## src/scp_pkg.sv

```systemverilog
// ============================================================================
// scp_pkg: shared types and constants of the sphere clearance block
// Coordinate widths, derived datapath widths, register indexes and the
// packed payload structs of the point, result and internal item channels.
// ============================================================================
package scp_pkg;

    // Coordinate format: signed, 16 fraction bits.
    localparam int COORD_W   = 32;
    localparam int MAX_DIMS  = 4;
    localparam int NUM_LANES = 4;
    localparam int DIMS_W    = 3;

    // Derived datapath widths.
    localparam int RAD_W  = COORD_W - 1;       // unsigned radius
    localparam int MAG_W  = COORD_W + 1;       // magnitude of one offset
    localparam int SQ_W   = 2 * COORD_W + 1;   // one squared offset
    localparam int SUM_W  = SQ_W + 2;          // sum over four lanes
    localparam int ROOT_W = COORD_W + 2;       // distance
    localparam int RADC_W = 2 * ROOT_W;        // radicand, two bits per root bit
    localparam int REM_W  = ROOT_W + 3;        // square root partial remainder
    localparam int PROD_W = MAG_W + RAD_W;     // offset magnitude times radius
    localparam int QUO_W  = COORD_W + 1;       // quotient bits kept
    localparam int HI_W   = PROD_W - QUO_W;    // product bits above the quotient

    localparam int CFG_IDX_W = 3;

    localparam logic [DIMS_W-1:0]  DIMS_RESET   = 3'd4;
    localparam logic [RAD_W-1:0]   RADIUS_RESET = 31'd65536;
    localparam logic [DIMS_W-1:0]  DIMS_LIMIT   = DIMS_W'(MAX_DIMS);
    localparam logic [COORD_W-1:0] COORD_MAX    = {1'b0, {(COORD_W-1){1'b1}}};
    localparam logic [COORD_W-1:0] COORD_MIN    = {1'b1, {(COORD_W-1){1'b0}}};

    // Configuration register indexes.
    typedef enum logic [CFG_IDX_W-1:0] {
        CFG_DIMENSIONS = 3'd0,
        CFG_RADIUS     = 3'd1,
        CFG_CENTER_X   = 3'd2,
        CFG_CENTER_Y   = 3'd3,
        CFG_CENTER_Z   = 3'd4,
        CFG_CENTER_W   = 3'd5
    } cfg_index_t;

    // Configuration as seen by the datapath.
    typedef struct packed {
        logic [DIMS_W-1:0]                  dims;
        logic [RAD_W-1:0]                   radius;
        logic [NUM_LANES-1:0][COORD_W-1:0]  center;
    } scp_cfg_t;

    // One input point.
    typedef struct packed {
        logic [DIMS_W-1:0]         point_dims;
        logic signed [COORD_W-1:0] point_x;
        logic signed [COORD_W-1:0] point_y;
        logic signed [COORD_W-1:0] point_z;
        logic signed [COORD_W-1:0] point_w;
    } scp_point_t;

    // One result.
    typedef struct packed {
        logic signed [COORD_W-1:0] clearance;
        logic                      inside_res;
        logic [DIMS_W-1:0]         used_dims;
        logic                      degenerate;
        logic signed [COORD_W-1:0] proj_x;
        logic signed [COORD_W-1:0] proj_y;
        logic signed [COORD_W-1:0] proj_z;
        logic signed [COORD_W-1:0] proj_w;
    } scp_result_t;

    // Classified item passed from the front end to the arithmetic pipeline.
    typedef struct packed {
        logic [DIMS_W-1:0]                used;
        logic [NUM_LANES-1:0]             neg;
        logic [NUM_LANES-1:0][MAG_W-1:0]  mag;
    } scp_item_t;

endpackage

```

## src/scp_front.sv

```systemverilog
// ============================================================================
// scp_front: point intake and classification
// Registers each accepted point after working out the dimensions in use,
// the sign of every offset from the center and the magnitude of each used one.
// ============================================================================
module scp_front (
    input  logic              clk,
    input  logic              rst_n,
    input  scp_pkg::scp_cfg_t cfg,
    input  logic              point_valid,
    output logic              point_stall,
    input  scp_pkg::scp_point_t point,
    output logic              item_valid,
    input  logic              item_full,
    output scp_pkg::scp_item_t item
);
    import scp_pkg::*;

    logic [COORD_W-1:0]      pt [NUM_LANES];
    logic signed [MAG_W-1:0] diff [NUM_LANES];
    logic [DIMS_W-1:0]       pd_clamp;
    logic [DIMS_W-1:0]       sd_clamp;
    logic [DIMS_W-1:0]       used;
    scp_item_t               item_next;
    scp_item_t               item_reg;
    logic                    valid_reg;
    logic                    front_adv;

    assign pt[0] = point.point_x;
    assign pt[1] = point.point_y;
    assign pt[2] = point.point_z;
    assign pt[3] = point.point_w;

    // Dimensions in use and offsets from the center.
    always_comb
    begin
        pd_clamp = (point.point_dims > DIMS_LIMIT) ? DIMS_LIMIT : point.point_dims;
        sd_clamp = (cfg.dims > DIMS_LIMIT) ? DIMS_LIMIT : cfg.dims;
        used     = (pd_clamp < sd_clamp) ? pd_clamp : sd_clamp;
        item_next.used = used;
        for (int i = 0; i < NUM_LANES; i++)
        begin
            diff[i] = $signed({pt[i][COORD_W-1], pt[i]})
                    - $signed({cfg.center[i][COORD_W-1], cfg.center[i]});
            item_next.neg[i] = diff[i][MAG_W-1];
            if (DIMS_W'(i) < used)
            begin
                item_next.mag[i] = diff[i][MAG_W-1] ? MAG_W'(-diff[i]) : MAG_W'(diff[i]);
            end
            else
            begin
                item_next.mag[i] = '0;
            end
        end
    end

    // The stage moves when it is empty or the queue takes its item.
    assign front_adv   = !valid_reg || !item_full;
    assign point_stall = !front_adv;

    always_ff @(posedge clk or negedge rst_n)
    begin
        if (!rst_n)
        begin
            valid_reg <= 1'b0;
        end
        else if (front_adv)
        begin
            valid_reg <= point_valid;
        end
    end

    always_ff @(posedge clk)
    begin
        if (front_adv && point_valid)
        begin
            item_reg <= item_next;
        end
    end

    assign item_valid = valid_reg;
    assign item       = item_reg;

endmodule

```

## config.mk

```make
export PLATFORM = sky130hd
export DESIGN_NAME = scp_front
export DESIGN_NICKNAME = d
export VERILOG_FILES = /design/src/scp_pkg.sv /design/src/scp_front.sv
export SDC_FILE = /design/constraint.sdc
export NUM_CORES = 1
export LEC_CHECK = 0
export ABC_CLOCK_PERIOD_IN_PS = 9750
export BUFFER_PORTS_ARGS = -buffer_cell sky130_fd_sc_hd__buf_2
export CAP_MARGIN = 20
export CORE_ASPECT_RATIO = 1.2
export CORE_MARGIN = 2
export CORE_UTILIZATION = 56
export CTS_BUF_LIST = sky130_fd_sc_hd__clkbuf_2 sky130_fd_sc_hd__clkbuf_4 sky130_fd_sc_hd__clkbuf_8
export CTS_CLUSTER_DIAMETER = 40
export DETAILED_ROUTE_END_ITERATION = 10
export PLACE_DENSITY_LB_ADDON = 0.2
export SLEW_MARGIN = 20
export SYNTH_ARGS = -nofsm -noshare
export SYNTH_HDL_FRONTEND = slang
export SYNTH_SLANG_ARGS = --single-unit
export TNS_END_PERCENT = 20
```

## constraint.sdc

```tcl
create_clock -name clk -period 9.75 [get_ports clk]
set_clock_uncertainty 0.15 [all_clocks]
set_input_delay 0 -clock clk [delete_from_list [all_inputs] [get_ports clk]]
set_output_delay 0 -clock clk [all_outputs]
set_load 0.05 [all_outputs]
```

# After elaboration in Yosys (flattened, before gate mapping)
# Cells that the tools add are included.
[classes] n_addsub=8 n_reduce_logical=9 magnitude_cmp=7 n_mux=7
[ops] op="33-bit negator" count=4
[ops] op="32-bit by 32-bit subtractor with 33-bit output" count=4
[ops] op="32-bit two-way mux" count=4
[ops] op="3-bit two-way mux" count=3
[ops] op="2-bit AND reduction" count=4
[ops] op="3-bit greater-than comparator, second input constant" count=2
[ops] op="1-bit by 3-bit < comparator with 1-bit output, first input constant" count=2
[ops] op="2-bit by 3-bit < comparator with 1-bit output, first input constant" count=2
[ops] op="1-bit logical NOT" count=3
[ops] op="3-bit < comparator" count=1
[ops] op="1-bit logical AND" count=1
[ops] op="1-bit logical OR" count=1
[word_totals] output_inout_bits=141 word_cells=42 inputBits=297 reg_bits=140

# Depth between registers and ports, before layout
[logic_depth] ltp_word=6 ltp_mapped=16 depth_no_buf=14

# Least setup slack after synthesis
# No wires, ideal clock.
[synth_path] kind="reg2reg" from="reg valid_reg (netlist: item_valid)" to="reg item_reg (netlist bit item[0]), enable pin" n_path_buf=0 path_stages_with_launch=3 setup_slack_ps=1818 arrival_ps=7129 required_time_ps=8948 period_less_slack_ps=7932 path_cell_list="dfrtp_1 > and2_1 > nor2b_1"
[synth_between] elab_chain_len=3
[synth_rtl] element="start, declared" line_no="scp_front.sv:26" source="logic valid_reg;"
[synth_rtl] element="start signal, assigned" line_no="scp_front.sv:69" source="valid_reg <= point_valid;"
[synth_rtl] element="1-bit logical NOT" line_no="scp_front.sv:58" source="assign front_adv = !valid_reg || !item_full;"
[synth_rtl] element="1-bit logical OR" line_no="scp_front.sv:58"
[synth_rtl] element="1-bit logical AND" line_no="scp_front.sv:75" source="if (front_adv && point_valid)"
[synth_rtl] element="end signal, assigned" line_no="scp_front.sv:77" source="item_reg <= item_next;"
[synth_rtl] element="end, declared" line_no="scp_front.sv:25" source="scp_item_t item_reg;"
# No other way between the ends.
# A chain may end at the register's enable or synchronous reset.

==> results.ini <==
[cts]
cts_setup_buffers = 0
cts-buffers-inserted = 17
clockBufferDepth = 2
htree_levels = 4
root_buffer = clkbuf_8
clock_sinks = 140
cts_tree = done
cts-resized-gates = 0
clock_latency_ns = 0.47
cts.clk_slew.worst_paths_ns = 0.07

[synth]
synth_edf_count = 139
seq_area_frac_synth_pct = 25.5
synth_top_area_share_pct = 25.3
ys_top_cells_by_area = edfxtp_1, ha_1, a21oi_1
avgSynthCellArea_um2 = 7.96
synth_fp_nets = 2506
ys_async_sr_fraction_pct = 0.714
ys.flop_type = edfxtp_1
ys_seq_elements = 140
yosys_warnings = 0
syn_area_um2 = 16500
yosysUniqueCellTypes = 104
yosysTopAreaCell = edfxtp_1
netlist_instances = 2071

[placement]
io_buffers = 406
dp_cells = 2791
hpwlAfterDp_mm = 38.0
gp_routability_congestion = 0.915

[die]
die_x_um = 161
die_h_um = 192
rows = 68
ios = 438
coreArea_um2 = 28800
dieArea_um2 = 30800
initial_core_util_pct = 57.1

[timing]
period_needed_ns = 4.47
timing.final.crit_share_pct = 45.9
fmax_mhz = 224
tightest_slew_ns = 1.01
final_max_slew_viol_count = 0
slew_headroom_pct = 32.6
finalSetupViolations = 0
hold_viol = 0
rsz0062_at_grt = false
fin_setup_tns_ns = 0

[run]
max_cap_violations = 0

[finish]
largest_reg_flops = 139
finalNonFillerCells = 2838
final_nets = 2874
layout-drive-gt1-share_pct = 21.2
final_cell_mix = buf_2, nor2_1, a21oi_1
utilization_pct = 66.7
final_common_cell = buf_2
area_delta_synth_final_pct = 16.8

[setup_path]
worstSetupPathType = primary input to flip-flop
rr_worst_depth = 4
r2r-end = item[124]
worstSetupEndpointType = flip-flop
path_max_fanout = 21
rr_startpoint = item_valid
crit_required_ns = 9.80
rrSetupSlack_ns = 6.84
arrival_ns = 4.52
start_kind = primary input

[hold_path]
min_from = point[130]
hold_path.class = primary input to flip-flop
worstHoldEndpoint = item[99]
hold_depth = 4

[drt]
drt_iter0_markers = 1250
viasPerCell = 5.97
wl_per_cell_um = 16.7
drc = 0
final_antenna_net_count = 0
wl_mm = 47.5
dr.pass1.iters = 6
vias = 16950

[run_status]
status = complete, no violations

[power]
p_per_area_nw_per_um2 = 138
power.leakage_nw = 8.68
peakVddDrop_mv = 0.0715

[grt]
grt_max_degree = 74
first_global_vias = 15702
grt_overflow_total = 0
grtUsageTotal_pct = 29.7
antenna_found_initial = 2
grt_pass1_wl_mm = 75.1

## how the worst max path moves through the flow
stage                     end  startpoint  slack [ns]  depth (start not counted)
detailed placement  item[100]     cfg[96]        5.42                         15
global route        item[116]     cfg[96]        4.90                         16
CTS                 item[100]     cfg[96]        5.37                         16
finish              item[100]     cfg[96]        5.28                         16
global placement    item[116]     cfg[96]        5.56                         15
floorplan             item[0]  item_valid        1.82                          2
## logic make-up after synthesis
group | after synthesis | synth area share, %
adders and majority gates | 138 | 10.7
AOI/OAI and AO/OA | 620 | 25.3
DFF | 140 | 25.5
muxes | 26 | 1.62
xor gates and xnor gates | 152 | 8.08
buffers and inverters | 261 | 6.19
and+or+nand+nor | 734 | 22.7
## per-layer routing
metal	vias up	part of all wire (%)	GRT usage (%)
met5	-	0	0
met4	0	3.4	11.1
met3	96	5.3	3.50
met2	621	50	55.0
met1	7929	41	35.3
li1	8304	-	-
## power by group
part | leakage (nW) | switching (W) | internal (W) | total, W
sequential | 1.37 | 0.0000260 | 0.000772 | 0.000798
clock | 0.159 | 0.000240 | 0.000195 | 0.000435
combinational | 7.14 | 0.000943 | 0.000487 | 0.00143
total | 8.68 | 0.00121 | 0.00145 | 0.00266
## worst max-delay path, stage by stage
cell,delay (ns)
dlygate4sd3_1,0.54
buf_2,0.13
ha_1,0.22
fa_1,0.40
nand2b_1,0.18
a211o_1,0.35
a21o_1,0.22
o21ai_1,0.35
a21oi_1,0.23
o21ai_1,0.18
a31oi_1,0.11
buf_4,0.22
nor2_1,0.79
inv_1,0.31
a21oi_1,0.24
nor2_1,0.05
## final cells by class
cell class / instances / area [µm²]
fill: 2489 / 9610
tap: 385 / 482
inverter: 180 / 676
multi-input combinational: 1670 / 11300
clock inverter: 14 / 105
sequential: 140 / 4200
clock buffer: 17 / 234
timing repair buffer: 430 / 2250
antenna: 2 / 5.00
## synth_stat cells, types with 9 or more instances
master / n
o31ai_1: 23
xnor2_1: 87
nor3b_1: 13
or3_1: 42
o21bai_1: 12
o21ai_0: 116
nand4_1: 28
nand2_1: 155
clkbuf_1: 57
a21o_1: 39
inv_1: 179
and3_1: 28
a21oi_1: 183
and2_1: 36
buf_2: 18
nor4_1: 11
nor2_1: 220
or2_2: 17
o31a_1: 9
a211o_1: 9
ha_1: 134
xor2_1: 65
o211ai_1: 23
nand2b_1: 24
a211oi_1: 18
o21a_1: 30
nor2b_1: 24
edfxtp_1: 139
o21ai_1: 11
a31oi_1: 24
mux2i_1: 20
nor3_1: 41
nand3_1: 51
## stage by stage
step | worst slack [ns] | cell area, µm² | hold WS (ns) | total power [W]
finish | 5.28 | 19200 | 0.0511 | 0.00266
global route | 4.90 | 19200 | 0.0537 | 0.00282
CTS | 5.37 | 19200 | 0.0115 | 0.00265
detailed placement | 5.42 | 18700 | -0.373 | 0.00222
global placement | 5.56 | 18700 | -0.374 | 0.00219
floorplan | 1.82 | 16500 | -0.446 | 0.00189
## repair_timing
| item | 4_1_cts | 5_1_grt |
|---|---|---|
| hold buffers | 14 | 0 |
| setup endpoints to repair | 0 | 0 |
| endpoints found under the hold margin | 7 | 0 |
(Power assumes the default switching activity.)
