==> src/scp_pkg.sv <==
// ============================================================================
// scp_pkg: shared types and constants of the sphere clearance block
// Coordinate widths, derived datapath widths, register indexes and the
// packed payload structs of the point, result and internal item channels.
// ============================================================================
package scp_pkg;

    // Coordinate format: signed, 16 fraction bits.
    localparam int COORD_W   = 32;
    localparam int MAX_DIMS  = 4;
    localparam int NUM_LANES = 4;
    localparam int DIMS_W    = 3;

    // Derived datapath widths.
    localparam int RAD_W  = COORD_W - 1;       // unsigned radius
    localparam int MAG_W  = COORD_W + 1;       // magnitude of one offset
    localparam int SQ_W   = 2 * COORD_W + 1;   // one squared offset
    localparam int SUM_W  = SQ_W + 2;          // sum over four lanes
    localparam int ROOT_W = COORD_W + 2;       // distance
    localparam int RADC_W = 2 * ROOT_W;        // radicand, two bits per root bit
    localparam int REM_W  = ROOT_W + 3;        // square root partial remainder
    localparam int PROD_W = MAG_W + RAD_W;     // offset magnitude times radius
    localparam int QUO_W  = COORD_W + 1;       // quotient bits kept
    localparam int HI_W   = PROD_W - QUO_W;    // product bits above the quotient

    localparam int CFG_IDX_W = 3;

    localparam logic [DIMS_W-1:0]  DIMS_RESET   = 3'd4;
    localparam logic [RAD_W-1:0]   RADIUS_RESET = 31'd65536;
    localparam logic [DIMS_W-1:0]  DIMS_LIMIT   = DIMS_W'(MAX_DIMS);
    localparam logic [COORD_W-1:0] COORD_MAX    = {1'b0, {(COORD_W-1){1'b1}}};
    localparam logic [COORD_W-1:0] COORD_MIN    = {1'b1, {(COORD_W-1){1'b0}}};

    // Configuration register indexes.
    typedef enum logic [CFG_IDX_W-1:0] {
        CFG_DIMENSIONS = 3'd0,
        CFG_RADIUS     = 3'd1,
        CFG_CENTER_X   = 3'd2,
        CFG_CENTER_Y   = 3'd3,
        CFG_CENTER_Z   = 3'd4,
        CFG_CENTER_W   = 3'd5
    } cfg_index_t;

    // Configuration as seen by the datapath.
    typedef struct packed {
        logic [DIMS_W-1:0]                  dims;
        logic [RAD_W-1:0]                   radius;
        logic [NUM_LANES-1:0][COORD_W-1:0]  center;
    } scp_cfg_t;

    // One input point.
    typedef struct packed {
        logic [DIMS_W-1:0]         point_dims;
        logic signed [COORD_W-1:0] point_x;
        logic signed [COORD_W-1:0] point_y;
        logic signed [COORD_W-1:0] point_z;
        logic signed [COORD_W-1:0] point_w;
    } scp_point_t;

    // One result.
    typedef struct packed {
        logic signed [COORD_W-1:0] clearance;
        logic                      inside_res;
        logic [DIMS_W-1:0]         used_dims;
        logic                      degenerate;
        logic signed [COORD_W-1:0] proj_x;
        logic signed [COORD_W-1:0] proj_y;
        logic signed [COORD_W-1:0] proj_z;
        logic signed [COORD_W-1:0] proj_w;
    } scp_result_t;

    // Classified item passed from the front end to the arithmetic pipeline.
    typedef struct packed {
        logic [DIMS_W-1:0]                used;
        logic [NUM_LANES-1:0]             neg;
        logic [NUM_LANES-1:0][MAG_W-1:0]  mag;
    } scp_item_t;

endpackage

==> src/scp_queue.sv <==
// ============================================================================
// scp_queue: short queue between front end and arithmetic pipeline
// A small register FIFO that lets intake continue while the pipeline is held.
// ============================================================================
module scp_queue #(
    parameter int DEPTH = 2
) (
    input  logic               clk,
    input  logic               rst_n,
    input  logic               wr_valid,
    output logic               wr_full,
    input  scp_pkg::scp_item_t wr_data,
    output logic               rd_valid,
    input  logic               rd_take,
    output scp_pkg::scp_item_t rd_data
);
    import scp_pkg::*;

    localparam int PTR_W = $clog2(DEPTH);
    localparam int CNT_W = $clog2(DEPTH + 1);

    scp_item_t          mem_reg [DEPTH];
    logic [PTR_W-1:0]   wr_ptr_reg;
    logic [PTR_W-1:0]   rd_ptr_reg;
    logic [CNT_W-1:0]   count_reg;
    logic               push;
    logic               pop;

    assign wr_full  = (count_reg == CNT_W'(DEPTH));
    assign rd_valid = (count_reg != '0);
    assign push     = wr_valid && !wr_full;
    assign pop      = rd_valid && rd_take;
    assign rd_data  = mem_reg[rd_ptr_reg];

    // Pointers and fill count.
    always_ff @(posedge clk or negedge rst_n)
    begin
        if (!rst_n)
        begin
            wr_ptr_reg <= '0;
            rd_ptr_reg <= '0;
            count_reg  <= '0;
        end
        else
        begin
            if (push)
            begin
                wr_ptr_reg <= (wr_ptr_reg == PTR_W'(DEPTH - 1)) ? '0 : wr_ptr_reg + 1'b1;
            end
            if (pop)
            begin
                rd_ptr_reg <= (rd_ptr_reg == PTR_W'(DEPTH - 1)) ? '0 : rd_ptr_reg + 1'b1;
            end
            if (push && !pop)
            begin
                count_reg <= count_reg + 1'b1;
            end
            else if (pop && !push)
            begin
                count_reg <= count_reg - 1'b1;
            end
        end
    end

    // Storage.
    always_ff @(posedge clk)
    begin
        if (push)
        begin
            mem_reg[wr_ptr_reg] <= wr_data;
        end
    end

endmodule

==> config.mk <==
export PLATFORM = sky130hd
export DESIGN_NAME = scp_queue
export DESIGN_NICKNAME = d
export VERILOG_FILES = /design/src/scp_pkg.sv /design/src/scp_queue.sv
export SDC_FILE = /design/constraint.sdc
export NUM_CORES = 1
export LEC_CHECK = 0
export BUFFER_PORTS_ARGS = -buffer_cell sky130_fd_sc_hd__buf_2
export CAP_MARGIN = 40
export CELL_PAD_IN_SITES_DETAIL_PLACEMENT = 0
export CELL_PAD_IN_SITES_GLOBAL_PLACEMENT = 1
export CORE_AREA = 4 4 194 196
export CTS_CLUSTER_DIAMETER = 200
export CTS_CLUSTER_SIZE = 40
export DETAILED_ROUTE_END_ITERATION = 8
export DIE_AREA = 0 0 198 200
export HOLD_SLACK_MARGIN = 0.12
export PLACE_DENSITY_LB_ADDON = 0.08
export SLEW_MARGIN = 15
export SYNTH_ARGS = -nofsm -noshare
export SYNTH_HDL_FRONTEND = slang
export SYNTH_SLANG_ARGS = --single-unit
==> constraint.sdc <==
create_clock -name clk -period 9.46 [get_ports clk]
set_clock_uncertainty 0.05 [all_clocks]
set_input_delay 1.419 -clock clk [delete_from_list [all_inputs] [get_ports clk]]
set_output_delay 1.419 -clock clk [all_outputs]
set_load 0.02 [all_outputs]
Word-level counts from Yosys, hierarchy flattened. Memory sizes are Yosys's and may differ from the RTL's. Index checks and enable logic that the tools add are counted.

Eq/ne operators: 1. Reduce and logical (&&, ||, !) cells: 9. Multiplexer cells: 6. Add/subtract/negate cells: 4.

Operators by type and width (number): $logic_and 1x1->1 (4); $mux 1 (4); $mux 2 (2); $reduce_bool 2->1 (2); $logic_not 1->1 (3); $add 1x1->1 const B (2); $add 2x1->2 const B (1); $eq 2x2->1 const B (1); $sub 2x1->2 const B (1).

Word-level logic and storage cells: 24. Output and inout port bits: 141. Memories: 1. Input bits: 143. Register bits: 4. Bits in writable memories: 278.

Memories: mem_reg (depth 2, bits a word 139, rd ports 1, clocked after memory_dff 0, write ports 1, RTL line scp_queue.sv:22) `scp_item_t mem_reg [DEPTH];`.

Depth between registers and ports, before layout.
Word-level depth: 7. Mapped depth: 7. Gate-level depth less buffers: 7.

Least setup slack after synthesis. OpenSTA, ideal clock, no wires.

Kind: input to register. Start: input wr_valid. End: memory mem_reg[0][0] (netlist bit) (enable). Setup time: 0.639 ns. Buffers on the path: 0. Data arrival time: 7.281 ns. Slack: 1.490 ns. Stages: 2. Data required time: 8.771 ns. Path through: nand2_1 nor2_1.

Cells in the longest elaborated chain, start to end: 3.

RTL lines: start, declared (RTL line scp_queue.sv:10) `input logic wr_valid,`; $logic_and 1x1->1 (RTL line scp_queue.sv:31) `assign push = wr_valid && !wr_full;`; $mux 1 (RTL line scp_queue.sv:68) `if (push)`; $mux 1 (implied by the code) (RTL line scp_queue.sv:70) `mem_reg[wr_ptr_reg] <= wr_data;`; end, declared (RTL line scp_queue.sv:22).

Every way passes these cells.

==> results.env <==
WORST-R2R-SETUP-SLACK_NS=6.89
DIE_W_UM=198
PWR_PER_CELL_AREA_nW_PER_UM2=302.6
SETUP_VIOL=0
FLIP_FLOP_COUNT_OF_THE_LARGEST_REGISTER_ALL_COPIES_AND_WORDS_ADDED=278
DRIVE_ABOVE_1_SHARE_PCT=60.27
SYNTHADDERAREAFRAC_PCT=0.1175
TIMING.MAX_CAP.VIOLATIONS=0
SYNTH-ASYNC-RESET-RATIO_PCT=1.418
VDD_DROP_MAX_V=0.0001378
POST-CTS-SETUP-BUFFERS=0
YOSYSWARNINGS=0
SYNTH-SEQ-AREA-SHARE_PCT=79.36
MAX_SLEW_MARGIN_PCT=47.76
DIEHEIGHT_UM=200
WIRE_LENGTH_OF_THE_FIRST_GLOBAL_ROUTING_PASS_MM=32.69
FIN_CRIT_SH_PCT=45.48
SIGNAL_ARRIVAL_TIME_AT_THE_WORST_ENDPOINT_NS=2.83
SYNTH_CELL_TYPES=16
STD_CELL_ROWS=70
CLOCK_TRANSITION_TIME_AT_THE_FLIP_FLOP_CLOCK_PINS_OF_THE_WORST_SETUP_AND_HOLD_PATHS_NS=0.14
DETAILED_PLACE_HPWL_MM=16.17
FINAL_MAX_SLEW_VIOL_COUNT=0
DESIGN.DIE.AREA_UM2=39600
SHARE_OF_THE_SYNTHESIZED_NETLIST_AREA_TAKEN_BY_XOR_AND_XNOR_GATES_PCT=0.4114
START_UTIL_PCT=29.50
CTS_TREE='yes'
POST_CTS_RESIZE_COUNT=0
SETUP_TNS_NS=0
IOPINCOUNT=284
CLOCKBUFFERDEPTH=3
POSTSYNTHREGISTERBITS=282
CRITICAL_PATH.STARTPOINT_TYPE='flip-flop'
MAX_SLEW.WORST_PIN.SLEW_NS=0.7836
TIMING.CRITICAL_PATH.REQUIRED_NS=7.99
LEAKAGEPOWER_uW=0.005018
LAYOUT_MIN_CYCLE_TIME_NS=4.302
CRIT_PATH_END_KIND='output port'
GRT_PASS1_VIAS=5492
NUMBER_OF_FILLER_CELLS_PLACED_IN_THE_LAYOUT=3407
AREA_GROWTH_FROM_SYNTHESIS_TO_LAYOUT_PCT=22.32
CORE_AREA_UM2=36080
WL_MM=22.60
OVERALL_TRACK_DEMAND_OVER_CAPACITY_IN_GLOBAL_ROUTING_PCT=10.75
SETUP.WORST_PATH.CLASS='flip-flop to output port'
GLOBALPLACE.CONGESTION=0.7043
WORST_HOLD_CHECK_SLACK_NS=0.4540
SYNTHDOMINANTCELLAREASHARE_PCT=78.42
GRT-OVFL-TOTAL=0
DRT_DRC_VIOLATIONS_LEFT=0
FIRSTDRTPASSITERS=4
SYNTH_SIMPLE_GATE_AREA_SHARE_PCT=0.3173
NUM-NETS-FINAL=887
POST_SYNTH_INSTANCE_AREA_UM2=10650
SYN_INST=452
CTS-BUFFERS-INSERTED=11
COMBINATIONAL_FAMILY_WITH_THE_MOST_AREA_AFTER_SYNTHESIS='multiplexers'
VIAS=5037
SYNTH_COMPOUND_AREA_SHARE_PCT=0
SYNTH_COMMONEST_CELLS='sky130_fd_sc_hd__edfxtp_1, sky130_fd_sc_hd__mux2_4, sky130_fd_sc_hd__mux2_2'
TIMING.FMAX_MHz=232.4
POST-SYNTH-TOP-AREA-CELL='sky130_fd_sc_hd__edfxtp_1'
CTS.ROOT.BUFFER_CELL='sky130_fd_sc_hd__clkbuf_16'
SETUP_REPAIR_AFTER_GLOBAL_ROUTING_MISSED_ITS_MARGIN='no'
GRT_START_MAX_NET_PINS=55
POST_CTS_HOLD_BUFFER_COUNT=0
GRT_ANTENNA_BEFORE_REPAIR=7
HOLD_VIOL_FINAL=0
DRTANTENNAVIOLNETS=0
PORT-BUFFER-COUNT=283
CLOCK_SINK_COUNT=282
SYNTH.MOST_COMMON_CELL='sky130_fd_sc_hd__edfxtp_1'
POSTSYNTH.TOPFLOPCELL='sky130_fd_sc_hd__edfxtp_1'
RUN_STATUS='finished, final reports clean'
CLK_LATENCY_NS=0.50
SYN_AVG_CELL_AREA_UM2=23.55
SYNTH_TOP_CELLS_BY_AREA='sky130_fd_sc_hd__edfxtp_1, sky130_fd_sc_hd__mux2_4, sky130_fd_sc_hd__mux2_2, sky130_fd_sc_hd__buf_6, sky130_fd_sc_hd__dfrtp_1'
CLOCK_TREE.HTREE_LEVEL_COUNT=1
ROUTED_WIRE_LENGTH_PER_INSTANCE_UM=18.60
SYNTH_NETS=596
RATIO_OF_ROUTED_VIAS_TO_STANDARD_CELLS=4.146
POST_SYNTH_MUX_AREA_SHARE_PCT=18.23
DRTITER0DRC=182
CRITICAL_PATH_PEAK_FANOUT=48
HOLDCRITPATHCLASS='flip-flop to flip-flop'
SYNTH_ENABLE_FLOP_CELLS=278
[worst max-delay path, stage by stage (launching register included)]
cell and delay [ns]:
sky130_fd_sc_hd__dfrtp_4 0.97, sky130_fd_sc_hd__buf_4 0.52, sky130_fd_sc_hd__buf_12 0.29, sky130_fd_sc_hd__mux2_4 0.34, sky130_fd_sc_hd__buf_2 0.16
[layer usage]
| metal | part of all wire, % | vias up | GRT usage, % |
|---|---|---|---|
| li1 | - | 2351 | - |
| met1 | 42 | 2475 | 13.47 |
| met2 | 48 | 171 | 17.98 |
| met3 | 9.1 | 28 | 4.162 |
| met4 | 1.3 | 12 | 2.091 |
| met5 | 0.31 | - | 0 |
[cell type report]
type                    instances  area (um2)  share of cell area, %
diodes                          2       5.005                0.03844
clock buffers                  14       286.5                  2.200
clock inverters                 1       30.03                 0.2306
inverters                       2       7.507                0.05765
multi-input cells             152        2043                  15.69
flip-flops and latches        282        8452                  64.91
well taps                     468       585.6                  4.497
repair buffers                294        1612                  12.38
[final timing paths]
kind	startpoint	endpoint	cells past startpoint
setup / recovery	rd_ptr_reg	rd_data[43]	4
hold / removal	count_reg[1]	count_reg[1]	1
setup reg to reg	count_reg[1]	mem_reg[0][41]	7
hold reg to reg	count_reg[1]	count_reg[1]	1
max in group asynchronous	rst_n	count_reg[0]	1
min in group asynchronous	rst_n	count_reg[1]	1
[cell usage in the layout, fill, tap and decap left out, drive strengths merged]
| cell type | Yosys | layout |
|---|---|---|
| and3 | 1 | 1 |
| buf | 16 | 294 |
| clkbuf | 0 | 14 |
| clkinv | 0 | 1 |
| dfrtp | 4 | 4 |
| diode | 0 | 2 |
| edfxtp | 278 | 278 |
| ha | 1 | 1 |
| inv | 2 | 2 |
| mux2 | 139 | 139 |
| nand2 | 2 | 2 |
| nand2b | 1 | 1 |
| nor2 | 2 | 2 |
| or2 | 1 | 1 |
| xnor2 | 3 | 3 |
| xor2 | 2 | 2 |
[per-stage QoR]
step / total power, uW / cell area (um2) / utilization (%) / cells / worst slack [ns]
after floorplan: 2978 / 10650 / - / 452 / 1.490
after global placement: 3378 / 12540 / 34.76 / 1192 / 5.488
after detailed placement: 3437 / 12670 / 35.12 / 1197 / 5.586
after CTS: 4023 / 12990 / 36.00 / 1212 / 4.997
after global routing: 4160 / 13020 / 36.08 / 1214 / 4.993
final: 3940 / 13020 / 36.09 / 1215 / 5.158
[logic make-up after synthesis]
| kind of cell | after synthesis |
|---|---|
| fa+ha+maj | 1 |
| mux | 139 |
| buf+inv | 18 |
| flops | 282 |
| xor+xnor | 5 |
| simple gates | 7 |
[where the power goes]
part           leakage, uW  switching (uW)  internal, uW
combinational      0.00224             882           675
clock             0.000151             350           224
sequential         0.00263             109          1700
(Power assumes the default switching activity.)
